**src/fpf_pkg.sv**
```systemverilog
// fpf_pkg: shared types and constants of the free-distance pte prefetch filter
// used by fpf_store, fpf_counters and free_pte_prefetch_filter_core
`default_nettype none

package fpf_pkg;

  localparam int NUM_DIST = 14;
  localparam int SLOT_W   = 4;
  localparam int CFG_W    = 10;
  localparam int CFG_IDX_W = 4;

  localparam logic [SLOT_W-1:0] LAST_SLOT = SLOT_W'(NUM_DIST - 1);
  localparam logic [SLOT_W-1:0] POS_SLOT0 = 4'd7;

  localparam logic [CFG_IDX_W-1:0] REG_PROMOTE = 4'd0;
  localparam logic [CFG_IDX_W-1:0] REG_CEILING = 4'd1;

  localparam logic [CFG_W-1:0] PROMOTE_RST = 10'd100;
  localparam logic [CFG_W-1:0] CEILING_RST = 10'd1023;

  typedef enum logic [1:0] {
    OP_WALK      = 2'd0,
    OP_PQ_LOOKUP = 2'd1,
    OP_SM_LOOKUP = 2'd2,
    OP_NONE      = 2'd3
  } op_t;

  typedef enum logic [1:0] {
    ST_IDLE,
    ST_WALK,
    ST_SCAN,
    ST_DONE
  } state_t;

  typedef struct packed {
    logic push;
    logic load;
    logic step;
  } store_ctl_t;

  // slot 0..6 is distance -7..-1, slot 7..13 is +1..+7
  function automatic logic signed [SLOT_W-1:0] dist_of_slot(input logic [SLOT_W-1:0] slot);
    logic signed [SLOT_W-1:0] d;
    if (slot < POS_SLOT0) begin
      d = signed'(slot - 4'd7);
    end else begin
      d = signed'(slot - 4'd6);
    end
    return d;
  endfunction

endpackage

`default_nettype wire

```
**src/fpf_ram.sv**
```systemverilog
// fpf_ram: generic single-write, single-read ram with registered read data
// no dependencies
`default_nettype none

module fpf_ram #(
  parameter int WIDTH = 56,
  parameter int DEPTH = 64
) (
  input  logic                                   clk,
  input  logic                                   wr_en,
  input  logic [((DEPTH > 1) ? $clog2(DEPTH) : 1)-1:0] wr_addr,
  input  logic [WIDTH-1:0]                       wr_data,
  input  logic [((DEPTH > 1) ? $clog2(DEPTH) : 1)-1:0] rd_addr,
  output logic [WIDTH-1:0]                       rd_data
);

  logic [WIDTH-1:0] mem [DEPTH];
  logic [WIDTH-1:0] rd_data_r;

  always_ff @(posedge clk) begin
    if (wr_en) begin
      mem[wr_addr] <= wr_data;
    end
    rd_data_r <= mem[rd_addr];
  end

  assign rd_data = rd_data_r;

endmodule

`default_nettype wire

```
**src/fpf_store.sv**
```systemverilog
// fpf_store: page/distance ring that drops its oldest entry when full,
// with a newest-to-oldest scan pointer; uses fpf_pkg and fpf_ram
`default_nettype none

module fpf_store #(
  parameter int DEPTH     = 64,
  parameter int PAGE_BITS = 52
) (
  input  logic                      clk,
  input  logic                      rst_n,
  input  fpf_pkg::store_ctl_t       ctl,
  input  logic [PAGE_BITS-1:0]      wr_page,
  input  logic [fpf_pkg::SLOT_W-1:0] wr_slot,
  output logic [PAGE_BITS-1:0]      rd_page,
  output logic [fpf_pkg::SLOT_W-1:0] rd_slot,
  output logic                      more
);

  localparam int AW   = (DEPTH > 1) ? $clog2(DEPTH) : 1;
  localparam int CNTW = $clog2(DEPTH + 1);
  localparam int EW   = PAGE_BITS + fpf_pkg::SLOT_W;
  localparam logic [AW-1:0]   LAST = AW'(DEPTH - 1);
  localparam logic [CNTW-1:0] FULL = CNTW'(DEPTH);

  logic [AW-1:0]   head_r, head_nxt;
  logic [CNTW-1:0] count_r, count_nxt;
  logic [AW-1:0]   pos_r, pos_nxt;
  logic [CNTW-1:0] left_r, left_nxt;
  logic [EW-1:0]   rd_data;

  always_comb begin
    head_nxt  = head_r;
    count_nxt = count_r;
    pos_nxt   = pos_r;
    left_nxt  = left_r;
    if (ctl.push) begin
      head_nxt = (head_r == LAST) ? '0 : head_r + 1'b1;
      if (count_r != FULL) begin
        count_nxt = count_r + 1'b1;
      end
    end
    if (ctl.load) begin
      pos_nxt  = (head_r == '0) ? LAST : head_r - 1'b1;
      left_nxt = count_r;
    end else if (ctl.step && more) begin
      pos_nxt  = (pos_r == '0) ? LAST : pos_r - 1'b1;
      left_nxt = left_r - 1'b1;
    end
  end

  always_ff @(posedge clk) begin
    if (!rst_n) begin
      head_r  <= '0;
      count_r <= '0;
      pos_r   <= '0;
      left_r  <= '0;
    end else begin
      head_r  <= head_nxt;
      count_r <= count_nxt;
      pos_r   <= pos_nxt;
      left_r  <= left_nxt;
    end
  end

  fpf_ram #(
    .WIDTH (EW),
    .DEPTH (DEPTH)
  ) u_ram (
    .clk     (clk),
    .wr_en   (ctl.push),
    .wr_addr (head_r),
    .wr_data ({wr_page, wr_slot}),
    .rd_addr (pos_r),
    .rd_data (rd_data)
  );

  assign rd_page = rd_data[EW-1:fpf_pkg::SLOT_W];
  assign rd_slot = rd_data[fpf_pkg::SLOT_W-1:0];
  assign more    = (left_r != '0);

endmodule

`default_nettype wire

```
**config.mk**
```make
export PLATFORM = sky130hd
export DESIGN_NAME = fpf_store
export DESIGN_NICKNAME = d
export VERILOG_FILES = /design/src/fpf_pkg.sv /design/src/fpf_ram.sv /design/src/fpf_store.sv
export SDC_FILE = /design/constraint.sdc
export NUM_CORES = 2
export LEC_CHECK = 0
export BUFFER_PORTS_ARGS = -buffer_cell sky130_fd_sc_hd__buf_4
export CORE_AREA = 4 4 489 491
export CTS_CLUSTER_DIAMETER = 150
export DETAILED_ROUTE_END_ITERATION = 12
export DIE_AREA = 0 0 493 495
export PLACE_DENSITY = 0.76
export SKIP_CTS_REPAIR_TIMING = 1
export SKIP_LAST_GASP = 1
export SLEW_MARGIN = 20
export SYNTH_ARGS = -nofsm -noshare
export SYNTH_HDL_FRONTEND = slang
export SYNTH_SLANG_ARGS = --single-unit
```
**constraint.sdc**
```tcl
create_clock -name clk -period 8 [get_ports clk]
set_input_delay 0 -clock clk [delete_from_list [all_inputs] [get_ports clk]]
set_output_delay 0 -clock clk [all_outputs]
set_load 0.02 [all_outputs]
```
# Word level (Yosys, flattened, before mapping)
# Memories as Yosys holds them, arrays and structs flattened. A register that Yosys moved wholly into a read port is not among the register bits.
# Index checks and enable logic that the tools add are counted.
# word_totals
regBits	26
mem_bits_rw	3584
inputBits	61
output_inout_bits	57
elab_cells	27
memories	1
# op_classes
addsub	5
n_eq_ne	2
n_mux	9
n_reduce_logical	6
# mem_list
memory	words	width	read_ports	rd_clocked_by_memory_dff	wr	line_no	rtl
u_ram.mem	64	56	1	1	1	fpf_ram.sv:17	logic [WIDTH-1:0] mem [DEPTH];
# op_table
operator	count
two-way mux 6 bit	5
two-way mux 7 bit	2
zero test 6 bit	2
subtractor 6 x 1 -> 6 bit (second input constant)	2
adder 7 x 1 -> 7 bit (second input constant)	1
inequality test 7 bit (second input constant)	1
nonzero test 7 bit	1
subtractor 7 x 1 -> 7 bit (second input constant)	1
adder 6 x 1 -> 6 bit (second input constant)	1
== test 6 bit (second input constant)	1
two-way mux 1 bit	2
AND reduction 2 bit	1
nonzero test 2 bit	1
logical AND 1 bit	1

# Depth between registers and ports, before layout
# logic_depth
ltp_word	4
ltp_mapped	12
mapped_depth_nobuf	7

# Cells and area by module
# A second synthesis with hierarchy kept.
# unflattened
cells_unflattened	6128
hier_area_um2	138507.8
# by_module_without_submodules
mod	instances	cells_each	area_each_um2	seq_area_each_um2
fpf_ram	1	5949	136983.9	108744.3
fpf_store	1	179	1524.0	520.5

# Worst setup path after synthesis
# No wires, ideal clock.
# synth_timing
path_type	register to register
start	reg head_r[3]
end	mem u_ram.mem[41][0], enable pin
setup_ns	0.539
t_arrival_ns	5.021
required_time_ns	7.461
setup_slack_ns	2.440
stages_incl_launch_ff	5
path_buffers	1
synth_period_minus_slack_ns	5.560
cell_sequence	dfxtp_1 > clkbuf_1 > nand4b_1 > or2_2 > nor3_1
# synth_rtl
item	line_no	rtl
start, declared	fpf_store.sv:25	logic [AW-1:0] head_r, head_nxt;
start signal, assigned	fpf_store.sv:58	head_r <= head_nxt;
end, declared	fpf_ram.sv:17	
# No word-level cell before the write port.

==> results.cfg <==
[run_status]
status = finished clean

[route]
avgViaCountPerCell = 7.21
drt_iter0_drc = 13000
ant_nets = 0
vias = 73700
drc = 0
dr.pass1.iters = 8
wirelength_mm = 402
wl_per_cell_um = 39.3

[sta]
period_minus_slack_ns = 4.83
setup_viol = 0
clock.fmax_mhz = 207
fin_skew_ns = 0.0777
report.final.slew_viol_count = 0
fin_crit_sh = 0.604
hold_viol_final = 0
slew_headroom = 0.186
totalNegativeSetupSlack_ns = 0
worstMarginPinSlew_ns = 1.22
rsz0062_at_grt = no

[clock_network]
ctsHtreeMaxLevel = 5
worstSkewPairLatency_ns = 0.97
cts-root-buf = clkbuf_16
cts_buffer_depth = 4
numCtsBuffers = 361
cts.sinks = 3666
cts_tree = done
clkSlewWorstSetupHoldPaths_ns = 0.06

[synth]
synth_edf_count = 3584
synth_area_leaders = edfxtp_1 77%, mux4_2 14%, mux2i_1 2.0%, dfxtp_1 1.2%, nand2_1 0.98%
ys_seq_area_frac = 0.779
ys_types = 71
synth_top_area_cell = edfxtp_1
netlist_instances = 6396
synth-seq-cells = 3666
synthArstFlopShare = 0
syn_avg_cell_area_sq_um = 21.9
synth.net_count = 6466
synthFlopType = edfxtp_1
synth_top_area_frac = 0.768
ys_warn_count = 0
synthesis.area_sq_um = 140000

[place]
io_buffer_count = 117
dp.cells = 9498
gp_congestion = 0.831
hpwl_mm = 202

[global_routing]
grt_first_pass_wirelength_mm = 562
first_global_vias = 72200
grtUsageMet2 = 0.507
grt_max_degree = 116
gr-max-usage-layer = met2
grt_usage = 0.330
antenna_found_initial = 23
grt_overflow = 0
met3_usage = 0.0892
use_met1 = 0.445

[die]
initial_core_util = 0.597
row_count = 178
die_h_um = 495
die_w_um = 493
design.core.area_sq_um = 235000
ios = 118
dieArea_sq_um = 244000

[setup_path]
path_class = flop to flop
cp-end-kind = flop
cp_num_buf_inv = 4
crit_family = buffers and inverters
path_cells = buf_4 -> buf_4 -> buf_4 -> mux4_2 -> mux2i_1 -> a221o_1 -> o21ai_0 -> buf_4
cp_common_cell = buf_4
worstPathMaxFanout = 48
cp.required_ns = 8.91
crit_arrival_ns = 5.74
slowest_stage = buf_4
startpoint_type = flop
critical_path.max_stage_delay_ns = 0.75

[pwr]
ir_drop_mv = 0.260
power.leakage_nw = 49.4
powerDensity_nw_per_um2 = 271

[hold_path]
hold_class = input pin to flop

[layout]
drive_above_1_share = 0.258
stdcell_count = 10200
final_util = 0.672
fill_cells = 13900
areaGrowthSynthToFinish_pct = 12.5
final_nets = 6850

[flow_run]
maxCapViolations = 0
## stage by stage
stage                     power (mW)  hold slack [ns]  area (sq um)  worst slack (ns)
final                           42.7           0.0519        158000              3.17
after global routing            43.8           0.0547        158000              3.27
after CTS                       42.7           -0.658        157000              3.27
after detailed placement        26.1            0.375        145000              3.47
after global placement          26.0            0.368        145000              3.43
after floorplan                 24.4           0.0989        140000              2.44
## synth_stat cells (45+ instances only)
cell type,count
buf_2,126
nor2_1,124
mux4_2,842
a21oi_1,82
a22oi_1,52
edfxtp_1,3584
nand2_1,367
mux2i_1,280
dfxtp_1,82
o21ai_0,50
buf_4,55
clkbuf_1,97
nand3_1,88
a221oi_1,45
## cell type report
cell class | instances | area (sq um) | area share
Sequential cell | 3666 | 109000 | 0.693
Multi-Input combinational cell | 2355 | 29400 | 0.186
Clock buffer | 481 | 9930 | 0.0630
Tap cell | 3150 | 3940 | 0.0250
Timing Repair Buffer | 379 | 3350 | 0.0212
Clock inverter | 166 | 1740 | 0.0110
Inverter | 17 | 83.8 | 0.000531
Antenna cell | 14 | 35.0 | 0.000222
## state kept, by name (all words and copies together), names as in the netlist
signal         count
left_r             7
pos_r              6
head_r             6
u_ram.mem       3584
u_ram.rd_data     56
count_r            7
## final timing paths
path / slack (ns) / endpoint / startpoint / cells past startpoint
setup / recovery: 3.17 / u_ram.rd_data[46]$_DFF_P_ / pos_r[2]$_SDFFE_PN0P_ / 8
hold / removal: 0.05 / head_r[0]$_SDFFE_PN0P_ / ctl[2] / 4
setup reg to reg: 3.17 / u_ram.rd_data[46]$_DFF_P_ / pos_r[2]$_SDFFE_PN0P_ / 8
hold reg to reg: 0.54 / count_r[6]$_SDFFE_PN0P_ / count_r[6]$_SDFFE_PN0P_ / 2
## logic make-up after synthesis
group,count (synthesis),share of synthesized area
muxes,1162,0.158
xor gates and xnor gates,18,0.00112
DFF,3666,0.779
buffers and inverters,375,0.0149
adders and majority gates,9,0.000803
AOI/OAI and AO/OA,450,0.0230
and+or+nand+nor,716,0.0224
## power breakdown
part | internal, mW | switching (mW) | leakage, nW | total (mW)
Clock | 9.87 | 7.09 | 5.74 | 17.0
Sequential | 21.3 | 0.283 | 32.9 | 21.5
Combinational | 1.69 | 2.57 | 10.8 | 4.26
Total | 32.8 | 9.94 | 49.4 | 42.7
## worst reg2reg max path, stage by stage (launching register included)
cell and delay [ns]:
dfxtp_4 0.71, buf_4 0.78, buf_4 0.78, buf_4 0.75, mux4_2 0.36, mux2i_1 0.09
a221o_1 0.33, o21ai_0 0.74, buf_4 0.23
## cell usage in the layout, fill, tap and decap left out, types with 15 or more instances in the layout
master | netlist | layout
edfxtp_1 | 3584 | 3584
mux4_2 | 842 | 842
clkbuf_16 | 0 | 369
nand2_1 | 367 | 367
buf_4 | 55 | 288
mux2i_1 | 280 | 280
nand3_1 | 88 | 88
clkbuf_1 | 97 | 84
a21oi_1 | 82 | 82
dfxtp_1 | 82 | 76
dlygate4sd3_1 | 0 | 66
nor2_1 | 124 | 65
clkinv_2 | 0 | 64
nor2_4 | 0 | 58
clkinv_1 | 3 | 55
a22oi_1 | 52 | 52
o21ai_0 | 50 | 50
a221oi_1 | 45 | 45
a31oi_1 | 44 | 44
mux2_2 | 40 | 40
bufinv_16 | 0 | 36
a32oi_1 | 28 | 28
clkbuf_8 | 0 | 28
o22ai_1 | 27 | 27
and3_1 | 22 | 22
buf_12 | 0 | 22
nor3_1 | 31 | 21
a221o_1 | 18 | 18
and2_1 | 15 | 15
## metal layers
| layer | vias up | routed length (um) |
|---|---|---|
| met5 | - | 94 |
| met4 | 14 | 23300 |
| met3 | 1288 | 55900 |
| li1 | 27600 | - |
| met1 | 38200 | 133000 |
| met2 | 6630 | 190000 |
(Power assumes the default switching activity.)
